$ cat src/rtl/dsas_pkg.sv
// ----------------------------------------------------------------------------
// Deadline-sorted alarm scheduler package
// Shared event codes, controller states and the controller/datapath
// command and status bundles.
// ----------------------------------------------------------------------------
package dsas_pkg;

	// Event codes carried by the mode field.
	typedef enum logic [1:0] {
		MODE_SET      = 2'd0,
		MODE_CANCEL   = 2'd1,
		MODE_DISPATCH = 2'd2,
		MODE_QUERY    = 2'd3
	} mode_t;

	// Address source for the deadline memory read port.
	typedef enum logic [1:0] {
		RD_FRONT = 2'd0,
		RD_TGT   = 2'd1,
		RD_POS   = 2'd2
	} rd_sel_t;

	// Controller states.
	typedef enum logic [3:0] {
		ST_IDLE,
		ST_SET,
		ST_CANCEL,
		ST_DRD,
		ST_DCMP,
		ST_FIRE,
		ST_PRD,
		ST_DIV,
		ST_DLC,
		ST_INS_RD,
		ST_INS_CMP,
		ST_INS_PUT,
		ST_QRD,
		ST_QCMP,
		ST_FRD,
		ST_FIN
	} state_t;

	// Configuration register file.
	localparam int unsigned APB_AW   = 3;
	localparam int unsigned THRESH_W = 20;
	localparam logic [THRESH_W-1:0] THRESH_RESET = 20'd3000;
	localparam logic [APB_AW-3:0]   REG_THRESH   = 1'b0;

	// Commands from the controller to the datapath.
	typedef struct packed {
		logic    capture;
		logic    set_load;
		logic    cancel_op;
		logic    unlink;
		logic    fire_check;
		logic    fire_step;
		logic    per_load;
		logic    dl_calc;
		logic    ins_step;
		logic    ins_put;
		logic    q_calc;
		logic    finish;
		rd_sel_t rd_sel;
	} cmd_t;

	// Status from the datapath to the controller.
	typedef struct packed {
		mode_t in_mode;
		logic  in_id_ok;
		logic  pos_lt_cnt;
		logic  ins_adv;
		logic  fire_ok;
		logic  rep_tgt;
		logic  per_zero;
		logic  div_busy;
		logic  out_free;
	} stat_t;

endpackage

$ cat src/rtl/dsas_ram.sv
// ----------------------------------------------------------------------------
// Generic RAM
// One write port and one read port with registered read data.
// ----------------------------------------------------------------------------
module dsas_ram #(
	parameter int unsigned WIDTH = 48,
	parameter int unsigned DEPTH = 16
) (
	input  logic                     clk,
	input  logic                     we,
	input  logic [$clog2(DEPTH)-1:0] waddr,
	input  logic [WIDTH-1:0]         wdata,
	input  logic [$clog2(DEPTH)-1:0] raddr,
	output logic [WIDTH-1:0]         rdata
);

	logic [WIDTH-1:0] mem_q [DEPTH];
	logic [WIDTH-1:0] rdata_q;

	// Write port and registered read port.
	always_ff @(posedge clk) begin
		if (we) begin
			mem_q[waddr] <= wdata;
		end
		rdata_q <= mem_q[raddr];
	end

	assign rdata = rdata_q;

endmodule

$ cat src/rtl/dsas_mod.sv
// ----------------------------------------------------------------------------
// Iterative modulo unit
// Restoring division, one quotient bit per cycle; only the remainder is kept.
// ----------------------------------------------------------------------------
module dsas_mod #(
	parameter int unsigned TW = 48
) (
	input  logic          clk,
	input  logic          arst_n,
	input  logic          start,
	input  logic [TW-1:0] dvd,
	input  logic [TW-1:0] dvs,
	output logic          busy,
	output logic [TW-1:0] rem
);

	localparam int unsigned CTW = $clog2(TW + 1);

	logic          busy_q;
	logic [CTW-1:0] cnt_q;
	logic [TW-1:0] dvd_q;
	logic [TW-1:0] dvs_q;
	logic [TW-1:0] rem_q;
	logic [TW:0]   trial;
	logic [TW:0]   diff;

	// One shift-and-subtract step.
	always_comb begin
		trial = {rem_q, dvd_q[TW-1]};
		diff  = trial - {1'b0, dvs_q};
		if (trial < {1'b0, dvs_q}) begin
			diff = trial;
		end
	end

	// Control of the step count.
	always_ff @(posedge clk or negedge arst_n) begin
		if (!arst_n) begin
			busy_q <= 1'b0;
			cnt_q  <= '0;
		end else if (start) begin
			busy_q <= 1'b1;
			cnt_q  <= CTW'(TW);
		end else if (busy_q) begin
			busy_q <= (cnt_q != CTW'(1));
			cnt_q  <= cnt_q - CTW'(1);
		end
	end

	// Operand and remainder registers.
	always_ff @(posedge clk) begin
		if (start) begin
			dvd_q <= dvd;
			dvs_q <= dvs;
			rem_q <= '0;
		end else if (busy_q) begin
			dvd_q <= {dvd_q[TW-2:0], 1'b0};
			rem_q <= diff[TW-1:0];
		end
	end

	assign busy = busy_q;
	assign rem  = rem_q;

endmodule

$ cat src/rtl/dsas_datapath.sv
// ----------------------------------------------------------------------------
// Alarm scheduler datapath
// Slot memories, the deadline-ordered slot list, deadline arithmetic and
// the result register.
// ----------------------------------------------------------------------------
module dsas_datapath #(
	parameter int unsigned ALARM_SLOTS = 16,
	parameter int unsigned TIME_WIDTH  = 48
) (
	input  logic                          clk,
	input  logic                          arst_n,
	input  dsas_pkg::cmd_t                cmd,
	output dsas_pkg::stat_t               stat,
	input  logic [dsas_pkg::THRESH_W-1:0] thresh,
	input  logic [1:0]                    mode,
	input  logic [3:0]                    alarm_id,
	input  logic [47:0]                   alarm_interval,
	input  logic                          periodic,
	input  logic [47:0]                   now_ms,
	output logic                          out_valid,
	input  logic                          out_ready,
	output logic                          fired,
	output logic [3:0]                    fired_id,
	output logic [47:0]                   time_left,
	output logic                          is_pending,
	output logic                          has_front,
	output logic [47:0]                   front_deadline_ms,
	output logic                          short_wait
);

	localparam int unsigned N  = ALARM_SLOTS;
	localparam int unsigned TW = TIME_WIDTH;
	localparam int unsigned AW = $clog2(N);
	localparam int unsigned CW = $clog2(N + 1);

	// Item registers.
	logic [TW-1:0] now_q;
	logic [TW-1:0] intv_q;
	logic          per_in_q;
	logic          id_ok_q;
	logic [AW-1:0] qid_q;
	logic [AW-1:0] tgt_q;
	logic          upd_q;
	logic          fired_q;
	logic [AW-1:0] fid_q;
	logic [TW-1:0] rem_q;
	logic [TW-1:0] per_q;
	logic          use_div_q;
	logic [TW-1:0] dl_q;
	logic [CW-1:0] pos_q;

	// Scheduler state.
	logic [AW-1:0] ord_q [N];
	logic [CW-1:0] cnt_q;
	logic [N-1:0]  pend_q;
	logic [N-1:0]  rep_q;
	logic [N-1:0]  dlwr_q;
	logic          sw_q;
	logic [AW-1:0] rda_q;

	// Result register.
	logic          ov_q;
	logic          o_fired_q;
	logic [3:0]    o_fid_q;
	logic [47:0]   o_rem_q;
	logic          o_pend_q;
	logic          o_front_q;
	logic [47:0]   o_fdl_q;
	logic          o_sw_q;

	// Memory ports.
	logic          dl_we;
	logic [TW-1:0] dl_wdata;
	logic [AW-1:0] dl_raddr;
	logic [TW-1:0] dl_rdata;
	logic [TW-1:0] rd_dl;
	logic [TW-1:0] st_rdata;
	logic [TW-1:0] per_rdata;

	// Arithmetic and list helpers.
	logic [TW-1:0] div_rem;
	logic          div_busy;
	logic [TW-1:0] phase;
	logic [TW:0]   dl_sum;
	logic [TW-1:0] dl_new;
	logic [N-1:0]  hit;
	logic [N-1:0]  shf;
	logic          seen;
	logic [AW-1:0] ord_unl [N];
	logic [AW-1:0] ord_ins [N];
	logic          id_ok_in;
	logic [AW-1:0] id_in;
	logic [TW-1:0] now_in;
	logic          front_near;
	logic          sw_new;
	logic          has_any;

	assign id_ok_in = (32'(alarm_id) < N);
	assign id_in    = AW'(alarm_id);
	assign now_in   = TW'(now_ms);
	assign has_any  = (cnt_q != '0);

	// Deadline memory read address and the zero-until-written mask.
	always_comb begin
		unique case (cmd.rd_sel)
			dsas_pkg::RD_FRONT: dl_raddr = ord_q[0];
			dsas_pkg::RD_TGT:   dl_raddr = tgt_q;
			dsas_pkg::RD_POS:   dl_raddr = ord_q[pos_q[AW-1:0]];
			default:            dl_raddr = ord_q[0];
		endcase
	end

	assign rd_dl = dlwr_q[rda_q] ? dl_rdata : '0;

	// Next deadline: now plus period minus phase, saturating.
	assign phase  = use_div_q ? div_rem : '0;
	assign dl_sum = {1'b0, now_q} + {1'b0, per_q - phase};
	assign dl_new = dl_sum[TW] ? '1 : dl_sum[TW-1:0];

	assign dl_we    = cmd.dl_calc | cmd.cancel_op | (cmd.fire_step & ~rep_q[tgt_q]);
	assign dl_wdata = cmd.dl_calc ? dl_new : '0;

	dsas_ram #(.WIDTH(TW), .DEPTH(N)) u_dl_ram (
		.clk   (clk),
		.we    (dl_we),
		.waddr (tgt_q),
		.wdata (dl_wdata),
		.raddr (dl_raddr),
		.rdata (dl_rdata)
	);

	dsas_ram #(.WIDTH(TW), .DEPTH(N)) u_start_ram (
		.clk   (clk),
		.we    (cmd.set_load),
		.waddr (tgt_q),
		.wdata (now_q),
		.raddr (tgt_q),
		.rdata (st_rdata)
	);

	dsas_ram #(.WIDTH(TW), .DEPTH(N)) u_period_ram (
		.clk   (clk),
		.we    (cmd.set_load),
		.waddr (tgt_q),
		.wdata (intv_q),
		.raddr (tgt_q),
		.rdata (per_rdata)
	);

	dsas_mod #(.TW(TW)) u_mod (
		.clk    (clk),
		.arst_n (arst_n),
		.start  (cmd.per_load & (per_rdata != '0)),
		.dvd    (now_q - st_rdata),
		.dvs    (per_rdata),
		.busy   (div_busy),
		.rem    (div_rem)
	);

	// Removal of the target slot: every entry at or after it moves up one.
	always_comb begin
		seen = 1'b0;
		for (int j = 0; j < N; j++) begin
			hit[j] = (CW'(j) < cnt_q) && (ord_q[j] == tgt_q);
			seen   = seen | hit[j];
			shf[j] = seen;
		end
		for (int j = 0; j < N - 1; j++) begin
			ord_unl[j] = shf[j] ? ord_q[j+1] : ord_q[j];
		end
		ord_unl[N-1] = ord_q[N-1];
	end

	// Insertion of the target slot at the walk position.
	always_comb begin
		ord_ins[0] = (pos_q == '0) ? tgt_q : ord_q[0];
		for (int j = 1; j < N; j++) begin
			if (CW'(j) > pos_q) begin
				ord_ins[j] = ord_q[j-1];
			end else if (CW'(j) == pos_q) begin
				ord_ins[j] = tgt_q;
			end else begin
				ord_ins[j] = ord_q[j];
			end
		end
	end

	// Short-wait flag from the front deadline.
	assign front_near = (rd_dl < now_q) || ((rd_dl - now_q) < TW'(thresh));
	assign sw_new     = upd_q ? (has_any && front_near) : sw_q;

	// Control state of the scheduler.
	always_ff @(posedge clk or negedge arst_n) begin
		if (!arst_n) begin
			cnt_q  <= '0;
			pend_q <= '0;
			rep_q  <= '0;
			dlwr_q <= '0;
			sw_q   <= 1'b0;
			ov_q   <= 1'b0;
		end else begin
			if (cmd.unlink) begin
				if (|hit) begin
					cnt_q <= cnt_q - CW'(1);
				end
				pend_q[tgt_q] <= 1'b0;
			end
			if (cmd.ins_put) begin
				cnt_q         <= cnt_q + CW'(1);
				pend_q[tgt_q] <= 1'b1;
			end
			if (cmd.set_load) begin
				rep_q[tgt_q] <= per_in_q;
			end
			if (dl_we) begin
				dlwr_q[tgt_q] <= 1'b1;
			end
			if (cmd.finish) begin
				sw_q <= sw_new;
				ov_q <= 1'b1;
			end else if (out_ready) begin
				ov_q <= 1'b0;
			end
		end
	end

	// Slot order list.
	always_ff @(posedge clk) begin
		if (cmd.unlink) begin
			ord_q <= ord_unl;
		end else if (cmd.ins_put) begin
			ord_q <= ord_ins;
		end
	end

	// Item registers, updated under command.
	always_ff @(posedge clk) begin
		rda_q <= dl_raddr;
		if (cmd.capture) begin
			now_q    <= now_in;
			intv_q   <= TW'(alarm_interval);
			per_in_q <= periodic;
			id_ok_q  <= id_ok_in;
			qid_q    <= id_in;
			tgt_q    <= id_in;
			fired_q  <= 1'b0;
			fid_q    <= '0;
			rem_q    <= '0;
			upd_q    <= (mode == dsas_pkg::MODE_DISPATCH) ||
			            (((mode == dsas_pkg::MODE_SET) || (mode == dsas_pkg::MODE_CANCEL)) &&
			             id_ok_in && has_any && (ord_q[0] == id_in));
		end
		if (cmd.set_load) begin
			per_q     <= intv_q;
			use_div_q <= 1'b0;
		end
		if (cmd.fire_check && stat.fire_ok) begin
			fired_q <= 1'b1;
			fid_q   <= ord_q[0];
			tgt_q   <= ord_q[0];
		end
		if (cmd.per_load) begin
			per_q     <= per_rdata;
			use_div_q <= (per_rdata != '0);
		end
		if (cmd.dl_calc) begin
			dl_q  <= dl_new;
			pos_q <= '0;
		end
		if (cmd.ins_step && stat.ins_adv) begin
			pos_q <= pos_q + CW'(1);
		end
		if (cmd.ins_put && (pos_q == '0)) begin
			upd_q <= 1'b1;
		end
		if (cmd.q_calc && (rd_dl > now_q)) begin
			rem_q <= rd_dl - now_q;
		end
	end

	// Result register load; the pending bit is reported for the addressed slot.
	always_ff @(posedge clk) begin
		if (cmd.finish) begin
			o_fired_q <= fired_q;
			o_fid_q   <= 4'(fid_q);
			o_rem_q   <= 48'(rem_q);
			o_pend_q  <= id_ok_q && pend_q[qid_q];
			o_front_q <= has_any;
			o_fdl_q   <= has_any ? 48'(rd_dl) : '0;
			o_sw_q    <= sw_new;
		end
	end

	// Status toward the controller.
	always_comb begin
		stat.in_mode    = dsas_pkg::mode_t'(mode);
		stat.in_id_ok   = id_ok_in;
		stat.pos_lt_cnt = (pos_q < cnt_q);
		stat.ins_adv    = (rd_dl <= dl_q);
		stat.fire_ok    = has_any && (rd_dl <= now_q);
		stat.rep_tgt    = rep_q[tgt_q];
		stat.per_zero   = (per_rdata == '0);
		stat.div_busy   = div_busy;
		stat.out_free   = !ov_q || out_ready;
	end

	assign out_valid         = ov_q;
	assign fired             = o_fired_q;
	assign fired_id          = o_fid_q;
	assign time_left         = o_rem_q;
	assign is_pending        = o_pend_q;
	assign has_front         = o_front_q;
	assign front_deadline_ms = o_fdl_q;
	assign short_wait        = o_sw_q;

endmodule

$ cat src/rtl/dsas_ctrl.sv
// ----------------------------------------------------------------------------
// Alarm scheduler controller
// Sequences each event through the steps its mode needs: removal, deadline computation,
// the ordered insertion walk, the query read and the result transfer.
// ----------------------------------------------------------------------------
module dsas_ctrl (
	input  logic            clk,
	input  logic            arst_n,
	input  logic            in_valid,
	output logic            in_ready,
	input  dsas_pkg::stat_t stat,
	output dsas_pkg::cmd_t  cmd
);

	dsas_pkg::state_t state_q;
	dsas_pkg::state_t state_d;

	// State register.
	always_ff @(posedge clk or negedge arst_n) begin
		if (!arst_n) begin
			state_q <= dsas_pkg::ST_IDLE;
		end else begin
			state_q <= state_d;
		end
	end

	// Next state and commands.
	always_comb begin
		state_d    = state_q;
		cmd        = '0;
		cmd.rd_sel = dsas_pkg::RD_FRONT;
		in_ready   = 1'b0;
		unique case (state_q)
			dsas_pkg::ST_IDLE: begin
				in_ready = 1'b1;
				if (in_valid) begin
					cmd.capture = 1'b1;
					unique case (stat.in_mode)
						dsas_pkg::MODE_SET:
							state_d = stat.in_id_ok ? dsas_pkg::ST_SET : dsas_pkg::ST_FRD;
						dsas_pkg::MODE_CANCEL:
							state_d = stat.in_id_ok ? dsas_pkg::ST_CANCEL : dsas_pkg::ST_FRD;
						dsas_pkg::MODE_DISPATCH:
							state_d = dsas_pkg::ST_DRD;
						dsas_pkg::MODE_QUERY:
							state_d = stat.in_id_ok ? dsas_pkg::ST_QRD : dsas_pkg::ST_FRD;
						default:
							state_d = dsas_pkg::ST_FRD;
					endcase
				end
			end
			dsas_pkg::ST_SET: begin
				cmd.set_load = 1'b1;
				cmd.unlink   = 1'b1;
				state_d      = dsas_pkg::ST_DLC;
			end
			dsas_pkg::ST_CANCEL: begin
				cmd.cancel_op = 1'b1;
				cmd.unlink    = 1'b1;
				state_d       = dsas_pkg::ST_FRD;
			end
			dsas_pkg::ST_DRD: begin
				state_d = dsas_pkg::ST_DCMP;
			end
			dsas_pkg::ST_DCMP: begin
				cmd.fire_check = 1'b1;
				state_d        = stat.fire_ok ? dsas_pkg::ST_FIRE : dsas_pkg::ST_FRD;
			end
			dsas_pkg::ST_FIRE: begin
				cmd.fire_step = 1'b1;
				cmd.unlink    = 1'b1;
				state_d       = stat.rep_tgt ? dsas_pkg::ST_PRD : dsas_pkg::ST_FRD;
			end
			dsas_pkg::ST_PRD: begin
				cmd.per_load = 1'b1;
				state_d      = stat.per_zero ? dsas_pkg::ST_DLC : dsas_pkg::ST_DIV;
			end
			dsas_pkg::ST_DIV: begin
				if (!stat.div_busy) begin
					state_d = dsas_pkg::ST_DLC;
				end
			end
			dsas_pkg::ST_DLC: begin
				cmd.dl_calc = 1'b1;
				state_d     = dsas_pkg::ST_INS_RD;
			end
			dsas_pkg::ST_INS_RD: begin
				cmd.rd_sel = dsas_pkg::RD_POS;
				state_d    = stat.pos_lt_cnt ? dsas_pkg::ST_INS_CMP : dsas_pkg::ST_INS_PUT;
			end
			dsas_pkg::ST_INS_CMP: begin
				cmd.ins_step = 1'b1;
				state_d      = stat.ins_adv ? dsas_pkg::ST_INS_RD : dsas_pkg::ST_INS_PUT;
			end
			dsas_pkg::ST_INS_PUT: begin
				cmd.ins_put = 1'b1;
				state_d     = dsas_pkg::ST_FRD;
			end
			dsas_pkg::ST_QRD: begin
				cmd.rd_sel = dsas_pkg::RD_TGT;
				state_d    = dsas_pkg::ST_QCMP;
			end
			dsas_pkg::ST_QCMP: begin
				cmd.q_calc = 1'b1;
				state_d    = dsas_pkg::ST_FRD;
			end
			dsas_pkg::ST_FRD: begin
				state_d = dsas_pkg::ST_FIN;
			end
			dsas_pkg::ST_FIN: begin
				if (stat.out_free) begin
					cmd.finish = 1'b1;
					state_d    = dsas_pkg::ST_IDLE;
				end
			end
			default: begin
				state_d = dsas_pkg::ST_IDLE;
			end
		endcase
	end

endmodule

$ cat src/rtl/deadline_sorted_alarm_scheduler.sv
// A set and a firing periodic dispatch walk the deadline-ordered list; a firing periodic
// dispatch with a nonzero period first passes through the iterative modulo unit.
// One event at a time: the next is taken in the cycle after its result is loaded, even while
// that result waits. Reset is asynchronous and clears all alarms; no clearing pass is needed.
// ----------------------------------------------------------------------------
// Deadline-sorted alarm scheduler
// Top level: configuration register port, controller and datapath.
// ----------------------------------------------------------------------------
module deadline_sorted_alarm_scheduler #(
	parameter int unsigned ALARM_SLOTS = 16,
	parameter int unsigned TIME_WIDTH  = 48
) (
	input  logic                        clk,
	input  logic                        arst_n,
	input  logic                        psel,
	input  logic                        penable,
	input  logic                        pwrite,
	input  logic [dsas_pkg::APB_AW-1:0] paddr,
	input  logic [31:0]                 pwdata,
	output logic [31:0]                 prdata,
	output logic                        pready,
	input  logic                        in_valid,
	output logic                        in_ready,
	input  logic [1:0]                  mode,
	input  logic [3:0]                  alarm_id,
	input  logic [47:0]                 alarm_interval,
	input  logic                        periodic,
	input  logic [47:0]                 now_ms,
	output logic                        out_valid,
	input  logic                        out_ready,
	output logic                        fired,
	output logic [3:0]                  fired_id,
	output logic [47:0]                 time_left,
	output logic                        is_pending,
	output logic                        has_front,
	output logic [47:0]                 front_deadline_ms,
	output logic                        short_wait
);

	logic [dsas_pkg::THRESH_W-1:0] thresh_q;
	logic                          reg_sel;
	dsas_pkg::cmd_t                cmd;
	dsas_pkg::stat_t               stat;

	assign reg_sel = (paddr[dsas_pkg::APB_AW-1:2] == dsas_pkg::REG_THRESH);
	assign pready  = 1'b1;
	assign prdata  = reg_sel ? 32'(thresh_q) : '0;

	// Threshold register write on the access phase of a transfer.
	always_ff @(posedge clk or negedge arst_n) begin
		if (!arst_n) begin
			thresh_q <= dsas_pkg::THRESH_RESET;
		end else if (psel && penable && pwrite && reg_sel) begin
			thresh_q <= pwdata[dsas_pkg::THRESH_W-1:0];
		end
	end

	dsas_ctrl u_ctrl (
		.clk      (clk),
		.arst_n   (arst_n),
		.in_valid (in_valid),
		.in_ready (in_ready),
		.stat     (stat),
		.cmd      (cmd)
	);

	dsas_datapath #(
		.ALARM_SLOTS (ALARM_SLOTS),
		.TIME_WIDTH  (TIME_WIDTH)
	) u_dp (
		.clk               (clk),
		.arst_n            (arst_n),
		.cmd               (cmd),
		.stat              (stat),
		.thresh            (thresh_q),
		.mode              (mode),
		.alarm_id          (alarm_id),
		.alarm_interval    (alarm_interval),
		.periodic          (periodic),
		.now_ms            (now_ms),
		.out_valid         (out_valid),
		.out_ready         (out_ready),
		.fired             (fired),
		.fired_id          (fired_id),
		.time_left         (time_left),
		.is_pending        (is_pending),
		.has_front         (has_front),
		.front_deadline_ms (front_deadline_ms),
		.short_wait        (short_wait)
	);

endmodule

$ cat config.mk
export PLATFORM = sky130hd
export DESIGN_NAME = deadline_sorted_alarm_scheduler
export DESIGN_NICKNAME = d
export VERILOG_FILES = /design/src/rtl/dsas_pkg.sv /design/src/rtl/dsas_ram.sv /design/src/rtl/dsas_mod.sv /design/src/rtl/dsas_datapath.sv /design/src/rtl/dsas_ctrl.sv /design/src/rtl/deadline_sorted_alarm_scheduler.sv
export SDC_FILE = /design/constraint.sdc
export NUM_CORES = 2
export LEC_CHECK = 0
export BUFFER_PORTS_ARGS = -buffer_cell sky130_fd_sc_hd__buf_2
export CELL_PAD_IN_SITES_DETAIL_PLACEMENT = 0
export CELL_PAD_IN_SITES_GLOBAL_PLACEMENT = 2
export CORE_MARGIN = 2
export CORE_UTILIZATION = 51
export CTS_CLUSTER_DIAMETER = 60
export DETAILED_ROUTE_END_ITERATION = 8
export GPL_TIMING_DRIVEN = 0
export PLACE_DENSITY = 0.9
export SLEW_MARGIN = 20
export SYNTH_ARGS = -nofsm -noshare
export SYNTH_HDL_FRONTEND = slang
export SYNTH_SLANG_ARGS = --single-unit
$ cat constraint.sdc
create_clock -name clk -period 16.89 [get_ports clk]
set_input_delay 4.2225 -clock clk [delete_from_list [all_inputs] [get_ports clk]]
set_output_delay 4.2225 -clock clk [all_outputs]
set_load 0.02 [all_outputs]
# Yosys cells after proc, flatten, opt, wreduce, memory -nomap -nowiden

Memories as Yosys holds them, arrays and structs flattened. A register that Yosys moved wholly into a read port is not among the register bits.
Cells that the tools add are included.

Flip-flop bits (word level): 663
Latch bits: 0
Memories kept: 3
Memory bits (writable): 2304
Output and inout bits: 139
Bits of input ports: 145
Bits in read-only memories: 0

Memory list:

| name                    | depth | width | read ports | clocked after Yosys merged registers in | write ports | RTL line       | source |
|---|---|---|---|---|---|---|---|
| u_dp.u_dl_ram.mem_q     | 16    | 48    | 1          | 1                                       | 1           | dsas_ram.sv:17 | `logic [WIDTH-1:0] mem_q [DEPTH];` |
| u_dp.u_period_ram.mem_q | 16    | 48    | 1          | 1                                       | 1           | dsas_ram.sv:17 |  |
| u_dp.u_start_ram.mem_q  | 16    | 48    | 1          | 1                                       | 1           | dsas_ram.sv:17 |  |

Shift operators: 0
Add/subtract/negate cells: 9
Reductions and logical operators: 84
Mux-type cells: 123
Order comparisons: 43
Divide/modulo/power cells: 0
Equality and inequality tests: 71
Bitwise operators: 26
Multiply operators: 0

Operators by type and width:

| cell                                                                            | number |
|---|---|
| 48-bit 2-to-1 mux                                                               | 11 |
| 4-bit 2-to-1 mux                                                                | 58 |
| 48-bit subtractor                                                               | 4 |
| 64-bit 2-to-1 mux                                                               | 2 |
| 48-bit less-or-equal comparator                                                 | 2 |
| 4-bit equality test                                                             | 17 |
| 4-bit one-hot mux with 14 select lines                                          | 1 |
| 3-bit AND reduction                                                             | 17 |
| 48-bit by 48-bit adder with 49-bit output                                       | 1 |
| 49-bit by 48-bit < comparator with 1-bit output                                 | 1 |
| 48-bit greater-than comparator                                                  | 1 |
| 48-bit zero test                                                                | 1 |
| 48-bit by 20-bit < comparator with 1-bit output                                 | 1 |
| 48-bit < comparator                                                             | 1 |
| 48-bit nonzero test                                                             | 1 |
| 3-bit nonzero test                                                              | 14 |
| 4-bit by 5-bit equality test with 1-bit output (first input constant)           | 8 |
| 4-bit by 5-bit greater-than comparator with 1-bit output (first input constant) | 8 |
| 4-bit by 5-bit < comparator with 1-bit output (first input constant)            | 8 |
| 4-bit equality test (second input constant)                                     | 8 |
| 16-bit 2-to-1 mux                                                               | 2 |
| 16-bit bitwise OR                                                               | 2 |
| 1-bit 2-to-1 mux                                                                | 31 |
| 2-bit by 1-bit != test with 1-bit output (second input constant)                | 15 |
| 51 further kinds                                                                | 141 |

# Depth between registers and ports, before layout

Depth after elaboration: 18
Depth in mapped cells: 30
Mapped depth without buffers: 27

# By module

A second synthesis with hierarchy kept.

Cells, all modules: 8128
Area, all modules: 133479.3 um^2

By module, submodules not included:

| module                            | times used | cells each | area an instance (um^2) |
|---|---|---|---|
| dsas_ram at u_dp.u_period_ram ... | 2          | 1242       | 29691.0 |
| dsas_datapath                     | 1          | 3379       | 33906.3 |
| dsas_ram at u_dp.u_dl_ram         | 1          | 1242       | 29694.7 |
| dsas_mod                          | 1          | 865        | 8884.8 |
| deadline_sorted_alarm_scheduler   | 1          | 80         | 1093.5 |
| dsas_ctrl                         | 1          | 78         | 518.0 |

# Least setup slack after synthesis

OpenSTA, ideal clock, no wires.

Kind: in2reg
From: input port out_ready
To: register u_dp.sw_q
Stages: 4
Required time: 16787 ps
Setup time: 103 ps
Arrival: 12071 ps
Slack: 4716 ps
Cells stage by stage: nor2b_1 > nor3_1 > a21oi_1 > a21oi_1

RTL lines:

| element              | RTL line                              | source |
|---|---|---|
| start, declared      | deadline_sorted_alarm_scheduler.sv:30 | `input logic out_ready,` |
| end signal, assigned | dsas_datapath.sv:219                  | `sw_q <= sw_new;` |
| end, declared        | dsas_datapath.sv:58                   | `logic sw_q;` |

# Final worst setup path

From: input port paddr[2] (netlist name)
To: output port prdata[15]

Longest elaborated chain between the ends: 1

Ends and longest elaborated chain:

| element           | RTL line                              | source |
|---|---|---|
| start, declared   | deadline_sorted_alarm_scheduler.sv:18 | `input logic [dsas_pkg::APB_AW-1:0] paddr,` |
| 20-bit 2-to-1 mux | deadline_sorted_alarm_scheduler.sv:47 | `assign prdata = reg_sel ? 32'(thresh_q) : '0;` |
| end, declared     | deadline_sorted_alarm_scheduler.sv:20 | `output logic [31:0] prdata,` |

Every way passes these cells.

==> results.txt <==
status: finished, final reports clean
kind of critical path: primary input to output port
max cap viols: 0
worst min path class: flop to flop
PwrDens: 173 mW/mm^2
Logic pwr share: 35.2%
sequential cell area fraction in the yosys report: 68.5%
Syn Area/Cell: 16.5 sq um
Relative slew margins: 12.8%
metal2 WL: 190000 um
GRT Resource Usage Total: 30.2%
unrepaired setup endpoints after global routing: no
Root Driver: clkbuf_16
worst slew pin tran: 1.30 ns
worst-path fanout max: 10
CP arrival: 5.33 ns
asr flop ratio synth: 2.76%
post-synthesis cell count: 8050
first drt pass iteration count: 6
Hold Fails Final Rpt: 0
DR top layer: met5
Post-synth EDFFs: 2827
min-delay src: u_dp.rem_q[12]
register area: 0.0910 sq mm
pre-CTS WS: 7.30 ns
Bufs on Longest Clock Path: 4
Port Buffers: 256
fill cell count: 18641
Worst Skew: 0.0884 ns
Post-CTS Setup Bufs: 0
fin crit share: 56.5%
wirelength, routed: 402000 um
core box area: 0.259 sq mm
DR vias: 79222
DRT met1 WL: 157000 um
full die area: 0.265 sq mm
first-pass GRT wire length: 569000 um
row count: 187
Antenna Nets Post-Route: 0
largest net degree at the start of global routing: 79
clk slew on worst S/H paths: 0.05 ns
DR WL/cell: 32.1 um
switching part of the total: 36.0%
met3 wire len: 38000 um
dominant synthesized flop cell: edfxtp_1
clock sink count: 3111
share of cells above drive strength 1: 21.6%
total number of yosys warnings: 0
crit path time final: 9.55 ns
Post-layout nets: 9326
CTS Buf Count: 326
CTS resizes: 0
initial antenna violation count: 37
Post-DP HPWL: 286000 um
RR Startpoint: u_dp.use_div_q
Internal Power: 17.1 mW
flops & latches, synth: 3111
# setup viols final: 0
vias in the first global route: 78054
TNS Setup: 0 ns
Psw: 9.62 mW
Initial Util: 51.2%
CP startpoint kind: primary input
vias per cell: 6.32
Ports: 284
gpl congestion: 0.981
required time worst endpoint: 12.67 ns
R2R depth: 25
leakage power: 54.4 nW
r2r setup slk: 7.88 ns
CP endpoint kind: output port
post-cts hold buffer count: 0
GRT Residual Overflow: 0
initial DRC count: 10404
Worst R2R End: u_dp.u_dl_ram.mem_q[10][19]
Hold Path End: u_dp.time_left[12]
Worst Hold Path Cells: 0
final slew viol count: 0
Reg power frac: 37.5%
Post-Syn Area: 0.133 sq mm
Clk pwr share: 27.3%
H-tree depth: 5
f_max: 105 MHz
final worst slack: 7.34 ns
clock latency on the worst-skew pair: 0.92 ns
P&R area growth vs syn: 16.1%
Critical Path Start: paddr[2]
VDD IR max: 0.104 mV
Die Ht: 514 um
TritonCTS clock tree: yes
unique cell type count in the Yosys netlist: 93
Die X: 514 um
Multi-input gate area: 0.0396 sq mm
DR DRC count: 0
Min Hold Slack: 0.404 ns
## power by group through the flow
| stage | sequential (mW) | combinational [mW] | clock (mW) |
|---|---|---|---|
| after CTS | 9.99 | 9.24 | 7.36 |
| after detailed placement | 10.1 | 9.17 | 0 |
| final | 10.0 | 9.41 | 7.29 |
| after global placement | 10.2 | 8.91 | 0 |
| after global routing | 10.0 | 10.1 | 7.65 |
| after floorplan | 9.92 | 5.99 | 0 |
## critical path, cell delays in order
cell and delay, ns:
buf_2 0.18, clkbuf_1 0.59, nor2_1 0.13, buf_2 0.20
## synthesized netlist by cell type (all sizes together), types with 52 or more instances
library cell | count | area, sq um
edfxtp | 2827 | 84900
mux4 | 696 | 15700
nand2 | 609 | 2290
a21oi | 345 | 1740
ha | 321 | 4020
o21ai | 315 | 1580
nor2 | 313 | 1170
inv | 294 | 1100
clkbuf | 273 | 1030
dfxtp | 198 | 3960
a21o | 191 | 1430
xnor2 | 162 | 1420
and3 | 137 | 857
xor2 | 125 | 1090
buf | 111 | 527
and2 | 97 | 607
mux2 | 95 | 1070
a31oi | 82 | 513
dfrtp | 79 | 1980
mux2i | 78 | 781
nand3 | 62 | 310
nand4 | 55 | 344
nand2b | 52 | 325
nor2b | 52 | 325
## metal layers
| metal | up-vias | global-route usage [%] |
|---|---|---|
| li1 | 33183 | - |
| met3 | 703 | 5.65 |
| met5 | - | 0 |
| met4 | 10 | 11.8 |
| met2 | 4650 | 47.7 |
| met1 | 40676 | 41.7 |
## flip-flops by register name, summed over array words and instances, names as in the netlist, 16 cells and up, named ones only
| signal | flops |
|---|---|
| u_dp.u_start_ram.mem_q | 768 |
| u_dp.per_q | 48 |
| thresh_q | 20 |
| u_dp.rep_q | 16 |
| u_dp.now_q | 48 |
| u_dp.ord_q | 64 |
| u_dp.intv_q | 48 |
| u_dp.dl_q | 48 |
| u_dp.u_mod.dvs_q | 48 |
| u_dp.time_left | 48 |
| u_dp.u_period_ram.mem_q | 768 |
| u_dp.u_period_ram.rdata | 48 |
| u_dp.u_mod.rem | 48 |
| u_dp.u_dl_ram.rdata | 48 |
| u_dp.u_mod.dvd_q | 48 |
| u_dp.u_start_ram.rdata | 48 |
| u_dp.dlwr_q | 16 |
| u_dp.front_deadline_ms | 48 |
| u_dp.u_dl_ram.mem_q | 768 |
| u_dp.rem_q | 48 |
## how the worst max path moves through the flow
stage | endpoint | cells after the start | slack (ns)
final | prdata[15] | 4 | 7.34
after global routing | prdata[15] | 4 | 7.22
after CTS | prdata[15] | 4 | 7.30
after detailed placement | prdata[15] | 4 | 7.30
after global placement | u_dp.rep_q[3] | 9 | 0.59
after floorplan | u_dp.sw_q | 4 | 4.72
## placed cells by master, fill, tap and decap left out, types with 33 or more instances in the layout
cell	count
buf_16	74
mux2_2	95
nand3_1	62
nor2b_1	52
bufinv_16	33
clkinv_2	49
dfxtp_1	198
clkbuf_2	47
xnor2_1	162
inv_1	292
mux4_2	693
clkbuf_1	317
o21a_1	33
nor3_1	49
clkbuf_16	332
nand4_1	55
nand2_1	607
buf_1	34
o21bai_1	38
buf_12	86
edfxtp_1	2827
dfrtp_1	79
o21ai_0	312
ha_1	321
nor2_1	281
and3_1	137
xor2_1	125
a21o_1	191
buf_8	36
a31oi_1	82
buf_2	302
a211oi_1	37
clkinv_1	35
mux2i_1	78
a21oi_1	322
and2_1	96
nand2b_1	51
## final cells by class
cell class              instances  share of cell area [%]
flip-flops and latches       3111                    59.0
multi-input cells            4272                    25.7
clock buffers                 438                    5.83
repair buffers                466                    3.70
well taps                    3402                    2.76
clock inverters               156                    1.20
plain buffers                 384                    1.05
inverters                     294                   0.720
diodes                         15                  0.0243
## metrics by stage
stage               total power [mW]  instances  util, %  cell area [sq um]
global placement                19.1      11719     53.4             138000
finish                          26.7      12538     59.4             154000
floorplan                       15.9       8061        -             133000
global route                    27.8      12524     59.4             154000
CTS                             26.6      12520     59.4             154000
detailed placement              19.3      11926     55.2             143000
## kinds of logic after synthesis
| family | count (synthesis) | share of synthesized area, % |
|---|---|---|
| compound gates | 1236 | 5.84 |
| mux | 869 | 13.2 |
| xor+xnor | 287 | 1.89 |
| fa+ha+maj | 326 | 3.10 |
| buf+inv | 678 | 2.00 |
| flops | 3111 | 68.5 |
| other cells | 2 | 0.00565 |
| simple gates | 1541 | 5.48 |
Note: power is estimated with default switching activity, not from simulation.
